`config.mk`:
```
export PLATFORM = sky130hd
export DESIGN_NAME = callsign_uid_map_table_top
export DESIGN_NICKNAME = d
export VERILOG_FILES = /design/src/rtl/core/cumt_pkg.sv /design/src/rtl/core/callsign_uid_map_table_top.sv
export SDC_FILE = /design/constraint.sdc
export NUM_CORES = 2
export LEC_CHECK = 0
export BUFFER_PORTS_ARGS = -buffer_cell sky130_fd_sc_hd__buf_2
export CAP_MARGIN = 0
export CORE_ASPECT_RATIO = 0.5
export CORE_UTILIZATION = 34
export DETAILED_ROUTE_END_ITERATION = 7
export HOLD_SLACK_MARGIN = 0.12
export PLACE_DENSITY_LB_ADDON = 0.12
export SLEW_MARGIN = 10
export SYNTH_ARGS = -nofsm -noshare
export SYNTH_HDL_FRONTEND = slang
export SYNTH_SLANG_ARGS = --single-unit
export TNS_END_PERCENT = 50
```
`constraint.sdc`:
```
create_clock -name clk -period 10.4 [get_ports clk]
set_input_delay 0.52 -clock clk [delete_from_list [all_inputs] [get_ports clk]]
set_output_delay 0.52 -clock clk [all_outputs]
set_load 0.02 [all_outputs]
```
`src/rtl/core/cumt_pkg.sv`:
```
package cumt_pkg;

	typedef enum logic [1:0] {
		ACT_GET  = 2'd0,
		ACT_ADD  = 2'd1,
		ACT_DEL  = 2'd2,
		ACT_FIND = 2'd3
	} act_t;

	typedef enum logic [2:0] {
		ST_OK        = 3'd0,
		ST_NOT_FOUND = 3'd1,
		ST_EXISTS    = 3'd2,
		ST_INVALID   = 3'd3,
		ST_NO_PERM   = 3'd4,
		ST_FULL      = 3'd5
	} status_t;

	typedef enum logic [3:0] {
		S_IDLE = 4'b0001,
		S_SCAN = 4'b0010,
		S_COPY = 4'b0100,
		S_RESP = 4'b1000
	} state_t;

	localparam int CALL_W = 56;
	localparam int UID_W  = 32;

endpackage

```
`src/rtl/core/callsign_uid_map_table_top.sv`:
```
// Callsign to user-id table holding up to TABLE_ENTRIES pairs, newest first, one result word
// per request word. Entries sit in a memory in insertion order behind a fill count, so reset
// needs no clearing pass. A request is taken only while the block is idle. Get, find and add
// scan the table from the newest entry through the single read port of the entry memory, one
// entry per cycle, and stop at the first match. A delete also closes the gap behind the removed
// entry, moving the newer entries down one place per cycle through that same port. Requests
// refused for lack of privilege skip the scan. A finished result waits in an output register
// and the next result is held back until it has been taken.
module callsign_uid_map_table_top #(
	parameter int TABLE_ENTRIES = 16
) (
	input  logic                    clk,
	input  logic                    arst_n,
	input  logic                    in_valid,
	output logic                    in_ready,
	input  logic [1:0]              action,
	input  logic [55:0]             callsign,
	input  logic [31:0]             user_id,
	input  logic                    privileged,
	output logic                    out_valid,
	input  logic                    out_ready,
	output logic [2:0]              status,
	output logic [31:0]             found_uid,
	output logic [55:0]             found_callsign
);
	import cumt_pkg::*;

	localparam int IW = (TABLE_ENTRIES > 1) ? $clog2(TABLE_ENTRIES) : 1;
	localparam int CW = $clog2(TABLE_ENTRIES + 1);

	state_t               state_q;
	logic [CW-1:0]        cnt_q;
	logic [IW-1:0]        ptr_q;
	logic [CW-1:0]        left_q;

	act_t                 act_q;
	logic [CALL_W-1:0]    call_q;
	logic [UID_W-1:0]     uid_q;

	logic                 iss_s1;
	logic [IW-1:0]        addr_s1;
	logic [UID_W-1:0]     rd_uid_s1;
	logic [CALL_W-1:0]    rd_call_s1;

	status_t              res_st_q;
	logic [UID_W-1:0]     res_uid_q;
	logic [CALL_W-1:0]    res_call_q;

	logic                 out_valid_q;
	status_t              status_q;
	logic [UID_W-1:0]     found_uid_q;
	logic [CALL_W-1:0]    found_call_q;

	logic [UID_W-1:0]     mem_uid [TABLE_ENTRIES];
	logic [CALL_W-1:0]    mem_call [TABLE_ENTRIES];

	logic                 mem_we;
	logic [IW-1:0]        mem_wa;
	logic [UID_W-1:0]     mem_wd_uid;
	logic [CALL_W-1:0]    mem_wd_call;

	logic                 by_call;
	logic [CALL_W-1:0]    cmp_a;
	logic [CALL_W-1:0]    cmp_b;
	logic                 hit;
	logic                 issue;
	logic                 scan_done;
	logic                 copy_done;
	logic                 full;
	logic                 add_ok;

	assign in_ready       = (state_q == S_IDLE);
	assign out_valid      = out_valid_q;
	assign status         = status_q;
	assign found_uid      = found_uid_q;
	assign found_callsign = found_call_q;

	// The one compare unit: callsign keys for get and delete, uid keys for add and find.
	assign by_call   = (act_q == ACT_GET) || (act_q == ACT_DEL);
	assign cmp_a     = by_call ? rd_call_s1 : CALL_W'(rd_uid_s1);
	assign cmp_b     = by_call ? call_q : CALL_W'(uid_q);
	assign hit       = iss_s1 && (cmp_a == cmp_b);
	assign issue     = (left_q != '0);
	assign scan_done = hit || (!issue && !iss_s1);
	assign copy_done = !issue && !iss_s1;
	assign full      = (cnt_q == CW'(TABLE_ENTRIES));
	assign add_ok    = (state_q == S_SCAN) && scan_done && (act_q == ACT_ADD) && !hit
		&& (uid_q != '0) && !full;

	always_comb begin
		mem_we      = 1'b0;
		mem_wa      = IW'(cnt_q);
		mem_wd_uid  = uid_q;
		mem_wd_call = call_q;
		if (add_ok) begin
			mem_we = 1'b1;
		end else if (state_q == S_COPY && iss_s1) begin
			mem_we      = 1'b1;
			mem_wa      = addr_s1 - IW'(1);
			mem_wd_uid  = rd_uid_s1;
			mem_wd_call = rd_call_s1;
		end
	end

	always_ff @(posedge clk) begin
		if (mem_we) begin
			mem_uid[mem_wa]  <= mem_wd_uid;
			mem_call[mem_wa] <= mem_wd_call;
		end
		rd_uid_s1  <= mem_uid[ptr_q];
		rd_call_s1 <= mem_call[ptr_q];
	end

	always_ff @(posedge clk or negedge arst_n) begin
		if (!arst_n) begin
			state_q     <= S_IDLE;
			cnt_q       <= '0;
			ptr_q       <= '0;
			left_q      <= '0;
			iss_s1      <= 1'b0;
			out_valid_q <= 1'b0;
			act_q       <= ACT_GET;
			res_st_q    <= ST_OK;
			status_q    <= ST_OK;
		end else begin
			if (out_valid_q && out_ready && state_q != S_RESP) begin
				out_valid_q <= 1'b0;
			end
			unique case (state_q)
				S_IDLE: begin
					iss_s1 <= 1'b0;
					if (in_valid) begin
						act_q      <= act_t'(action);
						call_q     <= callsign;
						uid_q      <= user_id;
						ptr_q      <= IW'(cnt_q - CW'(1));
						left_q     <= cnt_q;
						res_uid_q  <= '0;
						res_call_q <= '0;
						if (!privileged && (action == ACT_ADD || action == ACT_DEL)) begin
							res_st_q <= ST_NO_PERM;
							state_q  <= S_RESP;
						end else begin
							state_q <= S_SCAN;
						end
					end
				end
				S_SCAN: begin
					// Reads run one entry ahead of the compare, newest entry first.
					addr_s1 <= ptr_q;
					iss_s1  <= issue && !scan_done;
					if (scan_done && hit && act_q == ACT_DEL) begin
						// Newer entries above the hit move down one place.
						state_q <= S_COPY;
						ptr_q   <= addr_s1 + IW'(1);
						left_q  <= cnt_q - CW'(1) - CW'(addr_s1);
					end else begin
						if (issue) begin
							ptr_q  <= ptr_q - IW'(1);
							left_q <= left_q - CW'(1);
						end
						if (scan_done) begin
							state_q <= S_RESP;
						end
					end
					if (scan_done) begin
						case (act_q)
							ACT_GET: begin
								res_st_q  <= hit ? ST_OK : ST_NOT_FOUND;
								res_uid_q <= hit ? rd_uid_s1 : '0;
							end
							ACT_FIND: begin
								res_st_q   <= hit ? ST_OK : ST_NOT_FOUND;
								res_uid_q  <= hit ? rd_uid_s1 : '0;
								res_call_q <= hit ? rd_call_s1 : '0;
							end
							ACT_ADD: begin
								if (hit) begin
									res_st_q <= ST_EXISTS;
								end else if (uid_q == '0) begin
									res_st_q <= ST_INVALID;
								end else if (full) begin
									res_st_q <= ST_FULL;
								end else begin
									res_st_q <= ST_OK;
									cnt_q    <= cnt_q + CW'(1);
								end
							end
							default: begin
								res_st_q <= hit ? ST_OK : ST_NOT_FOUND;
							end
						endcase
					end
				end
				S_COPY: begin
					if (issue) begin
						ptr_q  <= ptr_q + IW'(1);
						left_q <= left_q - CW'(1);
					end
					addr_s1 <= ptr_q;
					iss_s1  <= issue;
					if (copy_done) begin
						cnt_q   <= cnt_q - CW'(1);
						state_q <= S_RESP;
					end
				end
				S_RESP: begin
					if (!out_valid_q || out_ready) begin
						out_valid_q  <= 1'b1;
						status_q     <= res_st_q;
						found_uid_q  <= res_uid_q;
						found_call_q <= res_call_q;
						state_q      <= S_IDLE;
					end
				end
				default: begin
					state_q <= S_IDLE;
				end
			endcase
		end
	end

	a_cnt_bound: assert property (@(posedge clk) disable iff (!arst_n)
		cnt_q <= CW'(TABLE_ENTRIES))
		else $error("fill count beyond table size");

	a_cnt_step: assert property (@(posedge clk) disable iff (!arst_n)
		!$stable(cnt_q) |-> (cnt_q == $past(cnt_q) + CW'(1))
			|| (cnt_q == $past(cnt_q) - CW'(1)))
		else $error("fill count moved by more than one");

	a_scan_range: assert property (@(posedge clk) disable iff (!arst_n)
		(state_q == S_SCAN && iss_s1) |-> (CW'(addr_s1) < cnt_q))
		else $error("scan read outside the filled part of the table");

	a_copy_nonempty: assert property (@(posedge clk) disable iff (!arst_n)
		(state_q == S_COPY) |-> (cnt_q != '0))
		else $error("compaction on an empty table");

	a_result_held: assert property (@(posedge clk) disable iff (!arst_n)
		(state_q == S_RESP && out_valid_q && !out_ready) |=> (state_q == S_RESP))
		else $error("result dropped while the previous one waits");

endmodule

```
==> flow_metrics.tcl <==
set metrics [dict create \
    register_area_sq_mm 0.05280 \
    muxShareOfSynthArea 0.1635 \
    cp_num_buf_inv 1 \
    grt_pass1_vias 32223 \
    wl_per_cell_um 29.87 \
    drive_above_1_share 0.3075 \
    rows 115 \
    synth_compound_area_frac 0.007188 \
    cap_violations 0 \
    max_slew_margin 0.1947 \
    clockBufferDepth 4 \
    ys_ff_latch 1792 \
    critPathTopFamily "simple AND/OR/NAND/NOR gates" \
    vias_per_cell 5.154 \
    max_freq_ghz 0.1944 \
    cts_buffers 176 \
    synth-edff-count 1676 \
    cts_tree "yes" \
    setup_viol 0 \
    seq_area_frac_synth 0.7837 \
    grt_pass1_wl_um 254500 \
    hp-class "input port to flop" \
    slew_violations 0 \
    leakage_nw 25.40 \
    final_common_cell "edfxtp_1" \
    arrival_ns 5.79 \
    yosys_warnings 0 \
    critPathRequiredTime_ns 11.05 \
    drt_iter0_markers 2807 \
    layout_common_cells "edfxtp_1, mux4_2, buf_2, clkbuf_16, dlygate4sd3_1" \
    netlist_instances 2906 \
    dp.final_hpwl_um 97560 \
    core_area_sq_mm 0.1967 \
    place_area_sq_mm 0.07176 \
    finalClockSkew_ns 0.04169 \
    clk_pin_slew_ns 0.06 \
    die_x_um 631.5 \
    hold_viol_final 0 \
    vdd_drop_max_v 0.0001394 \
    grt_usage 0.1813 \
    critPathKind "flop to flop" \
    worstPathCellList "xor2_1, nor4_1, nand4_1, nor4_4, o21ai_2, nor2_4, buf_4, and2_1" \
    cts_resized 0 \
    finalCritPeriodShare 0.4945 \
    multi_input_area_sq_mm 0.01413 \
    tightest_slew_ns 1.208 \
    violations "DRC" \
    fillers 17378 \
    critPathSlowestCell "nor4_1" \
    async_flop_share 0.01563 \
    ios 188 \
    antenna_left 0 \
    end_kind "flop" \
    critPathLaunchType "flop" \
    fin_area_sq_mm 0.07835 \
    fin_nets 3400 \
    grt_max_degree 123 \
    die_h_um 316.7 \
    syn-cell-area_sq_mm 0.06736 \
    crit_path_start "call_q[24]" \
    clk_latency_ns 0.82 \
    synth_xor_area_frac 0.01378 \
    power.density_mw_per_mm2 237.2 \
    num_vias 31257 \
    r2r-start "call_q[24]" \
    syn2layout_area_growth_pct 16.31 \
    yosys.area_share.simple 0.01991 \
    synthDistinctLibCells 60 \
    status "complete, but fails checks" \
    die_area_sq_mm 0.2000 \
    yosys.area_share.adder 0.003083 \
    synth_nets 3017 \
    setup_tns_ns 0 \
    drt-total-wl_um 181100 \
    grt_setup_unrepaired "false" \
    cp_slowest_stage_delay_ns 0.92 \
    antenna_found_initial 13 \
    dr.pass1.iters 8 \
    min_period_ns 5.143 \
    ys.flop_type "edfxtp_1" \
    cts_root_buf "clkbuf_16" \
    globalplace.congestion 0.7632 \
    post_synth.cell_area_avg_sq_um 23.18 \
    drc 4 \
    portBuffers 187 \
    hold_start "out_ready" \
    grt_overflow 0 \
    cts_htree_levels 4 \
    cp_max_fo 55 \
    initial_core_util 0.3425 \
    cts.sinks 1792 \
    synth_top_family_by_area "multiplexers" \
]
-- worst reg2reg max path, stage by stage (launching register included) --
cell and delay (ns):
edfxtp_1 0.41, xor2_1 0.23, nor4_1 0.92, nand4_1 0.39, nor4_4 0.71, o21ai_2 0.24
nor2_4 0.88, buf_4 0.92, and2_1 0.28
-- area by class of cell --
| cell class | count | area share |
|---|---|---|
| Inverter | 21 | 0.001102 |
| Clock buffer | 244 | 0.06300 |
| Timing Repair Buffer | 330 | 0.03037 |
| Tap cell | 2632 | 0.04203 |
| Sequential cell | 1792 | 0.6739 |
| Multi-Input combinational cell | 968 | 0.1804 |
| Clock inverter | 73 | 0.009054 |
| Antenna cell | 5 | 0.0001597 |
-- through the flow --
step	utilization	setup slack, ns	hold slack (ns)	instances	power [mW]
2_1_floorplan	-	4.237	0.2244	2906	11.06
3_3_place_gp	0.3648	5.269	0.4028	5650	12.44
3_5_place_dp	0.3648	5.186	0.4045	5650	12.43
4_1_cts	0.3983	5.196	0.1811	6060	18.86
5_1_grt	0.3983	4.994	0.2183	6064	19.32
6_report	0.3983	5.257	0.2839	6065	18.58
-- where the power goes --
group | switching [mW] | internal (mW) | leakage [nW]
registers | 0.431 | 8.48 | 16.2
logic | 1.88 | 1.42 | 6.41
clock network | 2.70 | 3.66 | 2.76
-- final timing paths --
check	cells past startpoint	slack, ns	to
max reg2reg	8	5.26	res_uid_q[31]
max in group asynchronous	2	9.43	ptr_q[1]
min reg2reg	0	0.42	found_callsign[49]
min in group asynchronous	2	0.38	res_st_q[2]
min	3	0.28	out_valid
max	8	5.26	res_uid_q[31]
-- kinds of logic (layout without fill, tap and decap cells) --
| logic type | count (synthesis) | count (layout) |
|---|---|---|
| DFF | 1792 | 1792 |
| muxes | 538 | 538 |
| and+or+nand+nor | 238 | 238 |
| buffers and inverters | 146 | 668 |
| xor gates and xnor gates | 106 | 106 |
| AOI/OAI and AO/OA | 70 | 70 |
| adders and majority gates | 16 | 16 |
| other | 0 | 5 |
-- metal layers --
metal / global-route usage / vias up / wire, um
met5: 0 / - / 13
met4: 0.04556 / 2 / 4242
met3: 0.03316 / 230 / 8837
met2: 0.2898 / 732 / 85990
met1: 0.2581 / 17328 / 82060
li1: - / 12965 / -
-- timing repair --
action                     in CTS  in global routing
buffers inserted                0                  0
hold endpoints to repair      119                  0
hold buffers                   93                  0
setup endpoints to repair       0                  0
-- flip-flops by register name, indices dropped and copies added, names as in the netlist, 4 cells and up --
register        flops
rd_uid_s1          32
call_q             56
cnt_q               5
left_q              5
rd_call_s1         56
res_uid_q          32
addr_s1             4
state_q             4
ptr_q               4
found_uid          32
res_call_q         56
uid_q              32
mem_uid           512
mem_call          896
found_callsign     56
-- cells in the mapped netlist, types with 3 or more instances --
| library cell | number | area share |
|---|---|---|
| a22oi_1 | 3 | 0.00033 |
| nor2_1 | 41 | 0.0023 |
| a21oi_1 | 15 | 0.0011 |
| dfxtp_1 | 88 | 0.026 |
| inv_1 | 21 | 0.0012 |
| clkbuf_1 | 69 | 0.0038 |
| nand4_1 | 8 | 0.00074 |
| nor3_1 | 13 | 0.00097 |
| nand2_1 | 25 | 0.0014 |
| ha_1 | 15 | 0.0028 |
| xnor2_1 | 17 | 0.0022 |
| o21ai_1 | 5 | 0.00037 |
| mux2i_1 | 5 | 0.00074 |
| a21o_1 | 3 | 0.00033 |
| o211a_1 | 3 | 0.00045 |
| and3_1 | 6 | 0.00056 |
| mux4_2 | 440 | 0.15 |
| a31oi_1 | 4 | 0.00037 |
| nor3b_1 | 4 | 0.00045 |
| nor4_1 | 28 | 0.0026 |
| o21ai_0 | 17 | 0.0013 |
| edfxtp_1 | 1676 | 0.75 |
| dfrtp_1 | 27 | 0.010 |
| buf_2 | 38 | 0.0028 |
| mux2_2 | 92 | 0.015 |
| nand2b_1 | 6 | 0.00056 |
| nand3_1 | 9 | 0.00067 |
| and2_1 | 87 | 0.0081 |
| xor2_1 | 89 | 0.012 |
| buf_1 | 17 | 0.00095 |
| nand3b_1 | 3 | 0.00033 |
Note: power is estimated with default switching activity, not from simulation.
